<file path="src/rtl/mcv_pkg.sv">
// types, constants and mask tables shared by the 3x3 mask convolution unit
// no dependencies; every other file in rtl except mcv_ram refers to this package by scoped names
`default_nettype none

package mcv_pkg;

    localparam int PIX_W  = 8;
    localparam int ROW_W  = 12;
    localparam int COL_W  = 10;
    localparam int SUM_W  = 14;
    localparam int HGT_W  = 13;
    localparam int WID_W  = 11;
    localparam int SEL_W  = 3;
    localparam int RECIP_W = 14;
    localparam int RECIP_SHIFT = 16;

    localparam int QDEPTH = 4;
    localparam int QPTR_W = 2;
    localparam int QCNT_W = 3;

    localparam int CFG_IDX_W  = 2;
    localparam int CFG_DATA_W = 13;

    // register indexes of the configuration port
    localparam logic [CFG_IDX_W-1:0] REG_MASK_SELECT     = 2'd0;
    localparam logic [CFG_IDX_W-1:0] REG_FOUR_BIT_PIXELS = 2'd1;
    localparam logic [CFG_IDX_W-1:0] REG_IMAGE_WIDTH     = 2'd2;
    localparam logic [CFG_IDX_W-1:0] REG_IMAGE_HEIGHT    = 2'd3;

    localparam logic [WID_W-1:0] IMAGE_WIDTH_RESET  = 11'd512;
    localparam logic [HGT_W-1:0] IMAGE_HEIGHT_RESET = 13'd512;
    localparam logic [HGT_W-1:0] HEIGHT_MIN = 13'd3;
    localparam logic [HGT_W-1:0] HEIGHT_MAX = 13'd4096;

    typedef logic [PIX_W-1:0]         pix_t;
    typedef logic [ROW_W-1:0]         row_t;
    typedef logic [COL_W-1:0]         col_t;
    typedef logic signed [SUM_W-1:0]  sum_t;
    typedef logic signed [4:0]        coef_t;
    typedef logic [RECIP_W-1:0]       recip_t;

    localparam sum_t CLAMP_MAX_8 = 14'sd255;
    localparam sum_t CLAMP_MAX_4 = 14'sd16;

    // taps in raster order: top row, middle row, bottom row
    localparam coef_t MASK_COEF [8][9] = '{
        '{ 5'sd0,  5'sd1,  5'sd0,  5'sd1,  5'sd2,  5'sd1,  5'sd0,  5'sd1,  5'sd0},
        '{ 5'sd1,  5'sd1,  5'sd1,  5'sd1,  5'sd1,  5'sd1,  5'sd1,  5'sd1,  5'sd1},
        '{ 5'sd1,  5'sd1,  5'sd1,  5'sd1,  5'sd2,  5'sd1,  5'sd1,  5'sd1,  5'sd1},
        '{ 5'sd1,  5'sd2,  5'sd1,  5'sd2,  5'sd4,  5'sd2,  5'sd1,  5'sd2,  5'sd1},
        '{ 5'sd0, -5'sd1,  5'sd0, -5'sd1,  5'sd5, -5'sd1,  5'sd0, -5'sd1,  5'sd0},
        '{-5'sd1, -5'sd1, -5'sd1, -5'sd1,  5'sd9, -5'sd1, -5'sd1, -5'sd1, -5'sd1},
        '{ 5'sd1, -5'sd2,  5'sd1, -5'sd2,  5'sd5, -5'sd2,  5'sd1, -5'sd2,  5'sd1},
        '{ 5'sd0,  5'sd1,  5'sd0,  5'sd1,  5'sd2,  5'sd1,  5'sd0,  5'sd1,  5'sd0}
    };

    // ceil(2^16 / divisor) for the lowpass masks; exact for sums up to 4080
    localparam recip_t MASK_RECIP [8] = '{
        14'd10923, 14'd7282, 14'd6554, 14'd4096, 14'd0, 14'd0, 14'd0, 14'd10923
    };

    // lowpass selectors (including the unused code that aliases mask 0)
    localparam logic [7:0] MASK_LOWPASS = 8'b1000_1111;

    typedef struct packed {
        pix_t pixel;
        logic frame_start;
    } in_item_t;

    typedef struct packed {
        pix_t filtered_value;
        row_t centre_row;
        col_t centre_col;
        logic frame_last;
    } out_item_t;

    typedef struct packed {
        logic [SEL_W-1:0] mask_select;
        logic             four_bit_pixels;
        logic [WID_W-1:0] image_width;
        logic [HGT_W-1:0] image_height;
    } cfg_t;

    // one complete window handed from the front to the back
    typedef struct packed {
        pix_t [8:0] win;
        row_t       centre_row;
        col_t       centre_col;
        logic       frame_last;
    } task_t;

endpackage

`default_nettype wire

</file>
<file path="src/rtl/mcv_queue.sv">
// short fifo of complete windows between the front end and the arithmetic back end
// depends on mcv_pkg
`default_nettype none

module mcv_queue (
    input  wire logic                       clk,
    input  wire logic                       rst_n,
    input  wire logic                       push,
    input  wire mcv_pkg::task_t             push_data,
    input  wire logic                       pop,
    output logic                            head_valid,
    output mcv_pkg::task_t                  head,
    output logic [mcv_pkg::QCNT_W-1:0]      count
);

    mcv_pkg::task_t                 mem_reg [mcv_pkg::QDEPTH];
    logic [mcv_pkg::QPTR_W-1:0]     wr_ptr_reg;
    logic [mcv_pkg::QPTR_W-1:0]     rd_ptr_reg;
    logic [mcv_pkg::QCNT_W-1:0]     count_reg;
    logic                           do_pop;

    assign head_valid = (count_reg != '0);
    assign head       = mem_reg[rd_ptr_reg];
    assign count      = count_reg;
    assign do_pop     = pop && head_valid;

    always_ff @(posedge clk or negedge rst_n)
    begin
        if (!rst_n)
        begin
            wr_ptr_reg <= '0;
            rd_ptr_reg <= '0;
            count_reg  <= '0;
        end
        else
        begin
            if (push)
            begin
                wr_ptr_reg <= wr_ptr_reg + mcv_pkg::QPTR_W'(1);
            end
            if (do_pop)
            begin
                rd_ptr_reg <= rd_ptr_reg + mcv_pkg::QPTR_W'(1);
            end
            count_reg <= count_reg + mcv_pkg::QCNT_W'(push) - mcv_pkg::QCNT_W'(do_pop);
        end
    end

    always_ff @(posedge clk)
    begin
        if (push)
        begin
            mem_reg[wr_ptr_reg] <= push_data;
        end
    end

endmodule

`default_nettype wire

</file>
<file path="config.mk">
export PLATFORM = sky130hd
export DESIGN_NAME = mcv_queue
export DESIGN_NICKNAME = d
export VERILOG_FILES = /design/src/rtl/mcv_pkg.sv /design/src/rtl/mcv_queue.sv
export SDC_FILE = /design/constraint.sdc
export NUM_CORES = 1
export LEC_CHECK = 0
export BUFFER_PORTS_ARGS = -buffer_cell sky130_fd_sc_hd__buf_2
export CAP_MARGIN = 20
export CELL_PAD_IN_SITES_DETAIL_PLACEMENT = 0
export CELL_PAD_IN_SITES_GLOBAL_PLACEMENT = 1
export CORE_UTILIZATION = 45
export CTS_CLUSTER_DIAMETER = 30
export DETAILED_ROUTE_END_ITERATION = 8
export PLACE_DENSITY_LB_ADDON = 0.1
export SYNTH_ARGS = -nofsm -noshare
export SYNTH_HDL_FRONTEND = slang
export SYNTH_SLANG_ARGS = --single-unit
export TNS_END_PERCENT = 1
</file>
<file path="constraint.sdc">
create_clock -name clk -period 4.63 [get_ports clk]
set_input_delay 0.926 -clock clk [delete_from_list [all_inputs] [get_ports clk]]
set_output_delay 0.926 -clock clk [all_outputs]
set_load 0.02 [all_outputs]
</file>
# == Word-level counts from Yosys, hierarchy flattened ==
# Memory sizes are Yosys's and may differ from the RTL's.
# Cells that the tools add are included.
# totals
reg_bits,7
latch_bits,0
ramBits,380
rom_bits,0
output_inout_bits,99
n_memories,1
# op_classes
n_addsub,4
mul,0
div_mod_pow,0
n_lt_le_gt_ge,0
eq_ne,0
n_shift,0
muxes,2
bitwise_logic,0
reduce_logical,2
# memory_table
name,words,word_bits,rd,rd_ports_with_merged_regs,wr,line_no,rtl
mem_reg,4,95,1,0,1,mcv_queue.sv:16,mcv_pkg::task_t mem_reg [mcv_pkg::QDEPTH];
# op_table
operator,count
"2-bit by 1-bit adder with 2-bit output, second input constant",2
3-bit by 1-bit adder with 3-bit output,1
3-bit nonzero test,1
3-bit by 1-bit subtractor with 3-bit output,1
1-bit two-way mux,2
1-bit logical AND,1

# == Depth between registers and ports, before layout ==
# logic_depth
ltp_word,3
ltp_mapped,7
mapped_depth_nobuf,7

# == Worst setup path after synthesis ==
# No wires, ideal clock.
# synth_path
path_kind,input port to flip-flop
start,in push
end,mem mem_reg[0][0] (netlist name) (enable)
setup_ns,0.464
arrival_time_ns,3.123
required_ns,4.166
setup_slack_ns,1.043
stages,1
n_path_buf,0
path_cell_list,and2_1
# synth_between
elab_chain_cells,2
# synth_rtl
element,line_no,rtl
"start, declared",mcv_queue.sv:8,"input wire logic push,"
1-bit two-way mux,mcv_queue.sv:51,if (push)
1-bit two-way mux (not written as such),mcv_queue.sv:53,mem_reg[wr_ptr_reg] <= push_data;
"end, declared",mcv_queue.sv:16,
# No other way between the ends.

==> key figures <==
Timing
  • # setup viols final: 0
  • Slew Viols, Final: 0
  • Least-Margin Pin Slew: ~950 ps
  • Crit path time final: roughly 3600 ps
  • RSZ-0062 raised after global routing: no
  • Final hold violation count: 0
  • Fin Clk Skew: around 14 ps
  • Final Cycle Share: approximately four fifths
  • Fmax: 275 MHz
  • Slew margin rel.: 36.8%
  • Total negative slack: 0 ps

GRT
  • Total Routing Usage GR: 17.2%
  • First-pass GRT wire length: 40100 um
  • Number of global-route vias before repair: between 7000 and 8000
  • Initial antenna violation count: 2
  • Largest net degree at the start of global routing: 60
  • Grt ovf: 0

Floorplan
  • Die area: around 0.032 mm^2
  • Io pins: ~200
  • Standard-cell row count: 64
  • Die height: 179 um
  • Core area: 0.0307 mm^2
  • Die W: 179 um
  • Initial Util: 46.0%

Job
  • Max_cap viols: 0

Logic synthesis
  • Count leader, synth: edfxtp_1
  • Synth async-reset ratio: around 1.8%
  • Top post-synthesis cells by area: edfxtp_1 81%, mux4_2 15%, dfrtp_1 1.2%
  • Distinct cells, synth: 20
  • Synth Cell Area: 0.0141 mm^2
  • #FFs+latches synth: just under 400
  • Syn_area_per_cell: ~27 um^2
  • Commonest register cell after synthesis: edfxtp_1
  • Post-synth EDFFs: 380
  • Synth cell count leaders: 380 x edfxtp_1, 95 x mux4_2, 12 x buf_2
  • Synth warnings: 0
  • Syn nets: between 600 and 700
  • Post-synthesis sequential area ratio: between 80% and 90%
  • Yosys top cell area share: between 80% and 90%
  • Gate Count Post-Synth: 531
  • Leading area contributor after synthesis: edfxtp_1

Finish
  • Nets: just under 900
  • Util after Layout: between 50 and 60%
  • Max reg flops: 380
  • P&R area growth vs syn: 26.6%
  • Share of cells above drive strength 1: 48.8%

Drt
  • Routed Antenna Nets: 0
  • Vias per std cell: a little over 5
  • Router iterations before antenna repair: 6
  • Post-Route WL: roughly 27000 um
  • WL/cell: around 22 um
  • 1st-iter DRT viols: between 300 and 400
  • DR DRC count: 0
  • Vias: 6446

Setup path
  • Max stage delay on crit path: approximately 900 ps
  • Setup CP Type: reg -> out
  • CP cell instances: buf_4 > mux4_2 > buf_2
  • Worst Path Max Fanout: 34
  • WP data arrival: 2710 ps
  • CP Capture Type: output pin
  • Worst EP required: 3700 ps
  • Critical Path Start Type: flop
  • Critical path's slowest cell: dfrtp_4

Pwr
  • Cell Pwr Density: between 700 and 800 mW/mm^2
  • P_leak: around 6.2 nW
  • VDD IR-drop max: between 0.4 and 0.5 mV

Placed design
  • GPL Wtd Cong: between 0.7 and 0.8
  • I/O Buffers: 197
  • DP HPWL: approximately 15000 um

CTS
  • Clock buffer depth: 3
  • H-Tree Depth: 3
  • Root Buffer: clkbuf_16
  • Buffer count from post-CTS setup fixing: 0
  • CTS tree: done
  • CTS Buf Count: 70
  • TritonCTS Sinks: 387
  • Clk slew on worst S/H paths: roughly 50 ps
  • Clk_lat worst skew: roughly 550 ps
  • Post-CTS sizing: 0
  • Hold Buf Count CTS: 0

Hold path
  • Hold Path Class: in -> async

Status
  • Status: finished clean
[cells in the final DEF (no fill, tap or decap)]
cell type	Yosys	final
edfxtp_1	380	380
buf_2	12	197
mux4_2	95	95
clkbuf_16	0	71
clkinv_1	0	14
clkinv_2	0	11
clkbuf_1	4	9
inv_1	6	6
ha_1	6	6
bufinv_16	0	6
clkinvlp_4	0	5
dfrtp_1	7	5
buf_12	1	5
and2_4	0	4
clkinv_8	0	4
buf_4	1	4
xnor2_1	3	3
clkinv_4	0	3
diode_2	0	2
xor2_1	2	2
inv_6	0	2
dfrtp_4	0	2
o31a_1	1	1
or3_1	1	1
nand2_1	1	1
o21ai_0	1	1
o311ai_0	1	1
fa_1	1	1
clkbuf_8	0	1
inv_16	0	1
[worst max-delay path, delay by kind of cell, from the launching register on]
kind     cells  cell delay, ps
buf+inv      2             660
flops        1             900
mux          1             570
[logic make-up after synthesis]
logic type | synth area share (%)
buffers and inverters | 1.26
adders and majority gates | 0.674
and+or+nand+nor | 0.248
xor gates and xnor gates | 0.311
muxes | 15.2
DFF | 82.2
AOI/OAI and AO/OA | 0.160
[layout make-up]
cell class / instances / area, um^2
multi-input combinational: 116 / 2350
antenna: 2 / 5.00
tap: 396 / 495
fill: 2255 / 12800
clock buffer: 81 / 1820
clock inverter: 46 / 454
inverter: 6 / 22.5
timing repair buffer: 206 / 1120
sequential: 387 / 11600
[layer usage]
metal / vias up / share of wire (%) / GRT usage (%)
li1: 2838 / - / -
met1: 3341 / 40 / 20.5
met2: 198 / 51 / 29.1
met3: 69 / 6.8 / 5.09
met4: 0 / 2.8 / 6.96
met5: - / 0 / 0
[per-stage QoR]
step	std cells	setup slack [ps]	power, mW	hold slack (ps)	area [um^2]
final	1240	996	13.1	215	17900
after global routing	1239	759	13.6	203	17900
after CTS	1238	880	13.3	198	17900
after detailed placement	1111	1470	8.42	542	15600
after global placement	1111	1490	8.37	508	15600
after floorplan	531	1040	7.31	494	14100
[final timing paths]
path	from	end	slack, ps	cells after the start
setup / recovery	rd_ptr_reg[0]$_DFFE_PN0P_	head[28]	1000	3
hold / removal	rst_n	count[0]$_DFF_PN0_	210	1
setup reg to reg	wr_ptr_reg[0]$_DFFE_PN0P_	mem_reg[0][22]$_DFFE_PP_	2410	4
hold reg to reg	wr_ptr_reg[0]$_DFFE_PN0P_	wr_ptr_reg[0]$_DFFE_PN0P_	540	1
max in group asynchronous	rst_n	rd_ptr_reg[1]$_DFFE_PN0P_	4220	1
min in group clk	wr_ptr_reg[0]$_DFFE_PN0P_	wr_ptr_reg[0]$_DFFE_PN0P_	540	1
[power by group]
group / internal [mW] / switching (mW)
combinational: 1.39 / 1.93
clock: 3.16 / 1.64
sequential: 4.60 / 0.337
total: 9.15 / 3.91
No activity file was read; power rests on OpenSTA's default activity.
