### src/rtl/mcv_pkg.sv
// types, constants and mask tables shared by the 3x3 mask convolution unit
// no dependencies; every other file in rtl except mcv_ram refers to this package by scoped names
`default_nettype none

package mcv_pkg;

    localparam int PIX_W  = 8;
    localparam int ROW_W  = 12;
    localparam int COL_W  = 10;
    localparam int SUM_W  = 14;
    localparam int HGT_W  = 13;
    localparam int WID_W  = 11;
    localparam int SEL_W  = 3;
    localparam int RECIP_W = 14;
    localparam int RECIP_SHIFT = 16;

    localparam int QDEPTH = 4;
    localparam int QPTR_W = 2;
    localparam int QCNT_W = 3;

    localparam int CFG_IDX_W  = 2;
    localparam int CFG_DATA_W = 13;

    // register indexes of the configuration port
    localparam logic [CFG_IDX_W-1:0] REG_MASK_SELECT     = 2'd0;
    localparam logic [CFG_IDX_W-1:0] REG_FOUR_BIT_PIXELS = 2'd1;
    localparam logic [CFG_IDX_W-1:0] REG_IMAGE_WIDTH     = 2'd2;
    localparam logic [CFG_IDX_W-1:0] REG_IMAGE_HEIGHT    = 2'd3;

    localparam logic [WID_W-1:0] IMAGE_WIDTH_RESET  = 11'd512;
    localparam logic [HGT_W-1:0] IMAGE_HEIGHT_RESET = 13'd512;
    localparam logic [HGT_W-1:0] HEIGHT_MIN = 13'd3;
    localparam logic [HGT_W-1:0] HEIGHT_MAX = 13'd4096;

    typedef logic [PIX_W-1:0]         pix_t;
    typedef logic [ROW_W-1:0]         row_t;
    typedef logic [COL_W-1:0]         col_t;
    typedef logic signed [SUM_W-1:0]  sum_t;
    typedef logic signed [4:0]        coef_t;
    typedef logic [RECIP_W-1:0]       recip_t;

    localparam sum_t CLAMP_MAX_8 = 14'sd255;
    localparam sum_t CLAMP_MAX_4 = 14'sd16;

    // taps in raster order: top row, middle row, bottom row
    localparam coef_t MASK_COEF [8][9] = '{
        '{ 5'sd0,  5'sd1,  5'sd0,  5'sd1,  5'sd2,  5'sd1,  5'sd0,  5'sd1,  5'sd0},
        '{ 5'sd1,  5'sd1,  5'sd1,  5'sd1,  5'sd1,  5'sd1,  5'sd1,  5'sd1,  5'sd1},
        '{ 5'sd1,  5'sd1,  5'sd1,  5'sd1,  5'sd2,  5'sd1,  5'sd1,  5'sd1,  5'sd1},
        '{ 5'sd1,  5'sd2,  5'sd1,  5'sd2,  5'sd4,  5'sd2,  5'sd1,  5'sd2,  5'sd1},
        '{ 5'sd0, -5'sd1,  5'sd0, -5'sd1,  5'sd5, -5'sd1,  5'sd0, -5'sd1,  5'sd0},
        '{-5'sd1, -5'sd1, -5'sd1, -5'sd1,  5'sd9, -5'sd1, -5'sd1, -5'sd1, -5'sd1},
        '{ 5'sd1, -5'sd2,  5'sd1, -5'sd2,  5'sd5, -5'sd2,  5'sd1, -5'sd2,  5'sd1},
        '{ 5'sd0,  5'sd1,  5'sd0,  5'sd1,  5'sd2,  5'sd1,  5'sd0,  5'sd1,  5'sd0}
    };

    // ceil(2^16 / divisor) for the lowpass masks; exact for sums up to 4080
    localparam recip_t MASK_RECIP [8] = '{
        14'd10923, 14'd7282, 14'd6554, 14'd4096, 14'd0, 14'd0, 14'd0, 14'd10923
    };

    // lowpass selectors (including the unused code that aliases mask 0)
    localparam logic [7:0] MASK_LOWPASS = 8'b1000_1111;

    typedef struct packed {
        pix_t pixel;
        logic frame_start;
    } in_item_t;

    typedef struct packed {
        pix_t filtered_value;
        row_t centre_row;
        col_t centre_col;
        logic frame_last;
    } out_item_t;

    typedef struct packed {
        logic [SEL_W-1:0] mask_select;
        logic             four_bit_pixels;
        logic [WID_W-1:0] image_width;
        logic [HGT_W-1:0] image_height;
    } cfg_t;

    // one complete window handed from the front to the back
    typedef struct packed {
        pix_t [8:0] win;
        row_t       centre_row;
        col_t       centre_col;
        logic       frame_last;
    } task_t;

endpackage

`default_nettype wire

### src/rtl/mcv_back.sv
// back end: weighted sum, division by the mask divisor, clamp and output register
// depends on mcv_pkg
`default_nettype none

module mcv_back (
    input  wire logic                  clk,
    input  wire logic                  rst_n,
    input  wire mcv_pkg::cfg_t         cfg,
    input  wire logic                  head_valid,
    input  wire mcv_pkg::task_t        head,
    output logic                       pop,
    output logic                       out_valid,
    input  wire logic                  out_stall,
    output mcv_pkg::out_item_t         out_data
);

    localparam int PROD_W = mcv_pkg::RECIP_W + 12;

    logic                   adv;
    mcv_pkg::sum_t          prod [9];
    mcv_pkg::sum_t          row_sum [3];

    // stage 1: row sums
    logic                   b1_valid_reg;
    mcv_pkg::sum_t          b1_row_reg [3];
    mcv_pkg::row_t          b1_row_pos_reg;
    mcv_pkg::col_t          b1_col_pos_reg;
    logic                   b1_last_reg;

    // stage 2: total
    logic                   b2_valid_reg;
    mcv_pkg::sum_t          b2_sum_reg;
    logic                   b2_lowpass_reg;
    mcv_pkg::recip_t        b2_recip_reg;
    mcv_pkg::row_t          b2_row_pos_reg;
    mcv_pkg::col_t          b2_col_pos_reg;
    logic                   b2_last_reg;

    // stage 3: quotient
    logic [PROD_W-1:0]      quot_prod;
    mcv_pkg::sum_t          quot;
    logic                   b3_valid_reg;
    mcv_pkg::sum_t          b3_quot_reg;
    mcv_pkg::row_t          b3_row_pos_reg;
    mcv_pkg::col_t          b3_col_pos_reg;
    logic                   b3_last_reg;

    mcv_pkg::sum_t          clamp_max;
    mcv_pkg::pix_t          clamped;
    logic                   out_valid_reg;
    mcv_pkg::out_item_t     out_data_reg;

    assign adv = !(out_valid_reg && out_stall);
    assign pop = adv && head_valid;

    always_comb
    begin
        for (int k = 0; k < 9; k++)
        begin
            prod[k] = mcv_pkg::sum_t'($signed({1'b0, head.win[k]})) *
                      mcv_pkg::sum_t'(mcv_pkg::MASK_COEF[cfg.mask_select][k]);
        end
        for (int r = 0; r < 3; r++)
        begin
            row_sum[r] = prod[3*r] + prod[3*r+1] + prod[3*r+2];
        end
    end

    // lowpass sums are never negative and stay below 4096
    assign quot_prod = PROD_W'(b2_sum_reg[11:0]) * PROD_W'(b2_recip_reg);
    assign quot      = b2_lowpass_reg ?
                       mcv_pkg::sum_t'(quot_prod[PROD_W-1:mcv_pkg::RECIP_SHIFT]) : b2_sum_reg;

    always_comb
    begin
        clamp_max = cfg.four_bit_pixels ? mcv_pkg::CLAMP_MAX_4 : mcv_pkg::CLAMP_MAX_8;
        if (b3_quot_reg < 0)
        begin
            clamped = '0;
        end
        else if (b3_quot_reg > clamp_max)
        begin
            clamped = mcv_pkg::pix_t'(clamp_max);
        end
        else
        begin
            clamped = mcv_pkg::pix_t'(b3_quot_reg);
        end
    end

    always_ff @(posedge clk or negedge rst_n)
    begin
        if (!rst_n)
        begin
            b1_valid_reg  <= 1'b0;
            b2_valid_reg  <= 1'b0;
            b3_valid_reg  <= 1'b0;
            out_valid_reg <= 1'b0;
        end
        else if (adv)
        begin
            b1_valid_reg  <= head_valid;
            b2_valid_reg  <= b1_valid_reg;
            b3_valid_reg  <= b2_valid_reg;
            out_valid_reg <= b3_valid_reg;
        end
    end

    always_ff @(posedge clk)
    begin
        if (adv)
        begin
            for (int r = 0; r < 3; r++)
            begin
                b1_row_reg[r] <= row_sum[r];
            end
            b1_row_pos_reg <= head.centre_row;
            b1_col_pos_reg <= head.centre_col;
            b1_last_reg    <= head.frame_last;

            b2_sum_reg     <= b1_row_reg[0] + b1_row_reg[1] + b1_row_reg[2];
            b2_lowpass_reg <= mcv_pkg::MASK_LOWPASS[cfg.mask_select];
            b2_recip_reg   <= mcv_pkg::MASK_RECIP[cfg.mask_select];
            b2_row_pos_reg <= b1_row_pos_reg;
            b2_col_pos_reg <= b1_col_pos_reg;
            b2_last_reg    <= b1_last_reg;

            b3_quot_reg    <= quot;
            b3_row_pos_reg <= b2_row_pos_reg;
            b3_col_pos_reg <= b2_col_pos_reg;
            b3_last_reg    <= b2_last_reg;

            out_data_reg.filtered_value <= clamped;
            out_data_reg.centre_row     <= b3_row_pos_reg;
            out_data_reg.centre_col     <= b3_col_pos_reg;
            out_data_reg.frame_last     <= b3_last_reg;
        end
    end

    assign out_valid = out_valid_reg;
    assign out_data  = out_data_reg;

endmodule

`default_nettype wire

### config.mk
export PLATFORM = sky130hd
export DESIGN_NAME = mcv_back
export DESIGN_NICKNAME = d
export VERILOG_FILES = /design/src/rtl/mcv_pkg.sv /design/src/rtl/mcv_back.sv
export SDC_FILE = /design/constraint.sdc
export NUM_CORES = 1
export LEC_CHECK = 0
export ABC_AREA = 0
export BUFFER_PORTS_ARGS = -buffer_cell sky130_fd_sc_hd__buf_2
export CORE_ASPECT_RATIO = 0.7
export CORE_MARGIN = 8
export CORE_UTILIZATION = 63
export DETAILED_ROUTE_END_ITERATION = 10
export PLACE_DENSITY_LB_ADDON = 0.15
export SLEW_MARGIN = 20
export SYNTH_ARGS = -nofsm -noshare
export SYNTH_HDL_FRONTEND = slang
export SYNTH_SLANG_ARGS = --single-unit
export TNS_END_PERCENT = 5
### constraint.sdc
create_clock -name clk -period 6.4 [get_ports clk]
set_clock_uncertainty 0.1 [all_clocks]
set_input_delay 0.64 -clock clk [delete_from_list [all_inputs] [get_ports clk]]
set_output_delay 0.64 -clock clk [all_outputs]
set_load 0.01 [all_outputs]
Word-level counts from Yosys, hierarchy flattened
Memories as Yosys holds them, arrays and structs flattened. A register that Yosys moved wholly into a read port is not among the register bits.
Cells that the tools add are included.
{"block": "totals", "elab_cells": 57, "input_bits": 127, "output_inout_bits": 33, "ramBits": 42, "register_bits": 132, "memories": 4, "romBits": 480}
{"block": "classes", "mul": 10, "magnitude_cmp": 3, "n_bitwise": 1, "muxes": 6, "add_sub_neg": 8, "n_reduce_logical": 5}
{"name": "(no name shown)", "depth": 8, "word_bits": 45, "rd": 1, "rd_clocked_by_memory_dff": 0, "write_ports": 0, "line_no": "mcv_back.sv:61", "rtl": "mcv_pkg::sum_t'(mcv_pkg::MASK_COEF[cfg.mask_select][k]);"}
{"name": "(no name shown)", "depth": 8, "word_bits": 14, "rd": 1, "rd_clocked_by_memory_dff": 1, "write_ports": 0, "line_no": "mcv_back.sv:123", "rtl": "b2_recip_reg <= mcv_pkg::MASK_RECIP[cfg.mask_select];"}
{"name": "b1_row_reg", "depth": 3, "word_bits": 14, "rd": 3, "rd_clocked_by_memory_dff": 0, "write_ports": 3, "line_no": "mcv_back.sv:25", "rtl": "mcv_pkg::sum_t b1_row_reg [3];"}
{"name": "(no name shown)", "depth": 8, "word_bits": 1, "rd": 1, "rd_clocked_by_memory_dff": 1, "write_ports": 0, "line_no": "mcv_back.sv:122", "rtl": "b2_lowpass_reg <= mcv_pkg::MASK_LOWPASS[cfg.mask_select];"}
{"op": "multiplier 9 x 5 -> 14 bit", "count": 9}
{"op": "adder 14 bit", "count": 8}
{"op": "two-way mux 45 bit", "count": 2}
{"op": "multiplier 12 x 15 -> 26 bit", "count": 1}
{"op": "two-way mux 8 bit", "count": 2}
{"op": "> comparator 14 x 9 -> 1 bit", "count": 1}
{"op": "< comparator 14 x 1 -> 1 bit, second input constant", "count": 1}
{"op": "two-way mux 10 bit", "count": 1}
{"op": "greater-or-equal comparator 4 bit, second input constant", "count": 1}
{"op": "NOT 3 -> 4 bit", "count": 1}
{"op": "logical NOT 1 bit", "count": 3}
{"op": "logical AND 1 bit", "count": 2}
{"op": "two-way mux 1 bit", "count": 1}

Depth between registers and ports, before layout
{"block": "logic_depth", "ltp_word": 7, "mapped_depth": 26, "mapped_depth_nobuf": 25}

Least setup slack after synthesis
Ideal clock, no wire load.
{"block": "synth_path", "kind": "in2reg", "start": "input cfg[27] (netlist name)", "end": "memory b1_row_reg[0][27] (netlist name), data pin", "path_slack_ps": -411, "cell_stages": 26, "arrival_time_ps": 6451, "setup_time_ps": 260, "path_buffers": 2, "required_time_ps": 6040, "cell_sequence": "buf_2 -> inv_1 -> nor2_1 -> inv_1 -> nand2_1 -> clkbuf_1 -> nand2_1 -> fa_1 -> inv_1 -> fa_1 -> inv_1 -> fa_1 -> inv_1 -> fa_1 -> fa_1 -> fa_1 -> ha_1 -> inv_1 -> fa_1 -> nor2b_1 -> o21ai_0 -> a21boi_0 -> o21ai_0 -> a211oi_1 -> a31oi_1 -> xnor2_1"}
{"element": "from (decl)", "line_no": "mcv_back.sv:8", "rtl": "input wire mcv_pkg::cfg_t cfg,"}
{"element": "to (decl)", "line_no": "mcv_back.sv:25"}

==> run summary <==
Status - finished clean
Distinct cells, synth - 52
Setup WS post-layout - 0.0127 ns
Sequential element share of the synthesized area - 0.237
First-pass GRT wire length - 84,700 um
Hold WC Path Type - primary input to register
DR vias/cell - 5.35
Growth of design area from synthesis to finish - 13.6%
EDFF count, synth - 179
Final hold violation count - 0
Clock sinks - 183
Initial Utilization - 0.641
Slew Limit Headroom - 0.316
Wire length on met1 - 22,300 um
CTS Buffer Depth - 2
Routed wl met3 - 3630 um
Root Buffer Master - clkbuf_16
WL/cell - 18.2 um
Critical Path Fanout Max - 8
Critical Path AT - 6.45 ns
Syn avg cell area - 10.9 um2
Largest net degree at the start of global routing - 86
Nets@finish - 3,175
I/O Buffers - 135
Dpl ws - -0.826 ns
Fin. max-slew vios - 0
Clock latency on the worst-skew pair - 0.43 ns
Fmax - 0.157 GHz
CP Capture Type - register
Vias - 15,342
Max incr delay on CP - 0.57 ns
Crit path max-delay cell type - fa_1
DR top layer - met4
Tightest Pin Transition - 1.03 ns
Final global-route overflow total - 0
Remaining antenna violation count after routing - 0
Placer Congestion - 0.940
Die width - 245 um
Syn. warnings - 0
Final setup vio count - 0
Vias in the first global route - 16,721
Reg clk slew, reported paths - 0.07 ns
Area of the core - 36,100 um2
Cell count after synthesis - 2,114
Die Y-Extent - 176 um
Post-Route WL - 52,200 um
Fin util - 0.728
Clock tree from TritonCTS - built
Maxcap violations - 0
Met2 WL - 25,100 um
Post-Syn Area - 23,100 um2
Mapped Nets - 2,916
Synth Register Bits - 183
Critical path class - primary input to register
CTS Buf Count - 17
Row count - 58
WP data required - 6.47 ns
Synth area leaders - fa_1 35%, edfxtp_1 23%, ha_1 15%, inv_1 8.6%, and2_1 3.8%
Residual DRC - 0
H-tree depth - 4
Period Utilization, post-route - 0.998
Cell taking the most area after synthesis - fa_1
CP Launch Type - primary input
Violation count after the first detailed-route iteration - 985
Initial antenna violation count - 1
Share of the synthesized area in the top cell type - 0.350
Die ar. - 43,200 um2
Share of cells above drive strength 1 - 0.165
Most common cell on crit path - fa_1
Gr usage total - 0.247
Fin crit period - 6.39 ns
Boundary Pins - 160
Async SR Flop Fraction - 0.0219
Most used DFF post-synth - edfxtp_1
Max FFs per register - 42
RSZ-0062 raised after global routing - true
HPWL Detailed - 43,900 um
TritonRoute pass-1 iters - 5
[per-layer routing]
layer / up-vias / GRT usage
met5: - / 0
met4: 0 / 0.0567
met1: 7677 / 0.337
met3: 77 / 0.0454
li1: 7054 / -
met2: 534 / 0.411
[worst paths after layout]
| check | start | end | slack, ns | cells after the start |
|---|---|---|---|---|
| worst min register to register | b1_last_reg | b2_last_reg | 0.31 | 0 |
| max in group asynchronous | rst_n | out_valid | 5.61 | 2 |
| worst max register to register | b2_recip_reg[9] | b3_quot_reg[4] | 0.56 | 18 |
| worst max-delay path | cfg[25] | b1_row_reg[0][27] | 0.01 | 25 |
| min in group asynchronous | rst_n | b3_valid_reg | 0.46 | 2 |
| worst min-delay path | head[20] | b1_row_pos_reg[9] | 0.28 | 1 |
[cell usage in the layout, fill, tap and decap left out, drive strengths merged, types with 6 or more instances in the layout]
| cell | n |
|---|---|
| a21o | 14 |
| a21oi | 40 |
| a31o | 11 |
| a31oi | 7 |
| and2 | 142 |
| and3 | 29 |
| buf | 280 |
| clkbuf | 21 |
| edfxtp | 179 |
| fa | 404 |
| ha | 271 |
| inv | 533 |
| nand2 | 139 |
| nand2b | 22 |
| nand3 | 6 |
| nor2 | 73 |
| nor2b | 25 |
| nor3 | 9 |
| o21a | 7 |
| o21ai | 34 |
| or2 | 11 |
| or3 | 9 |
| xnor2 | 51 |
| xor2 | 11 |
[stage by stage]
stage               area [um2]  hold WS (ns)  instances  TNS [ns]
floorplan                23100         0.244       2114    -0.303
global placement         25200         0.300       2811     -6.54
detailed placement       25200         0.305       2811     -8.96
CTS                      25900         0.267       2853         0
global route             26300         0.260       2867    -0.462
finish                   26300         0.280       2867         0
[layout make-up]
cell class / count / area (um2)
multi-input combinational: 1360 / 15700
fill: 2494 / 9800
sequential: 183 / 5480
inverter: 529 / 1990
timing repair buffer: 282 / 1880
tap: 480 / 601
clock buffer: 20 / 447
clock inverter: 12 / 143
antenna: 1 / 2.50
[synthesized netlist by cell type, types with 4 or more instances]
cell	count
nand2b_1	21
or2_2	11
ha_1	271
and2_1	142
xnor2_1	51
a31oi_1	6
a21boi_0	5
nand4b_1	4
nand2_1	139
nor3_1	7
and3_1	29
nand4_1	5
mux2_2	4
a31o_1	9
a21oi_2	5
nor2b_1	25
inv_1	529
xor2_1	11
o21ai_0	26
or3_1	9
clkbuf_1	41
dfrtp_1	4
fa_1	404
nor2_1	73
nand3_1	6
o21a_1	7
o21ai_1	8
edfxtp_1	179
a21oi_1	35
a21o_1	14
[kinds of logic (layout without fill, tap and decap cells)]
kind of cell    Yosys count  in the layout  synth area share
flops                   183            183             0.237
fa+ha+maj               675            675             0.496
simple gates            479            479             0.108
mux                       7              8           0.00325
compound gates          136            136            0.0396
xor+xnor                 62             62            0.0235
buf+inv                 572            843            0.0929
other cells               0              1                 0
[what timing repair did]
action | 4_1_cts | 5_1_grt
hold buffers | 1 | 0
pin swaps | 7 | 46
buffers inserted | 9 | 12
endpoints found under the setup margin | 13 | 18
cloned | 0 | 2
hold endpoints to repair | 4 | 0
resized for setup | 12 | 71
[critical path, delay by kind of cell]
family	cells	cell delay, ns
muxes	1	0.22
xor gates and xnor gates	1	0.16
adders and majority gates	9	3.61
and+or+nand+nor	2	0.26
AOI/OAI and AO/OA	5	0.75
buffers and inverters	7	0.77
Power is not shown: default switching activity piles up to over one toggle a cycle in this logic, so the estimate is an artifact.
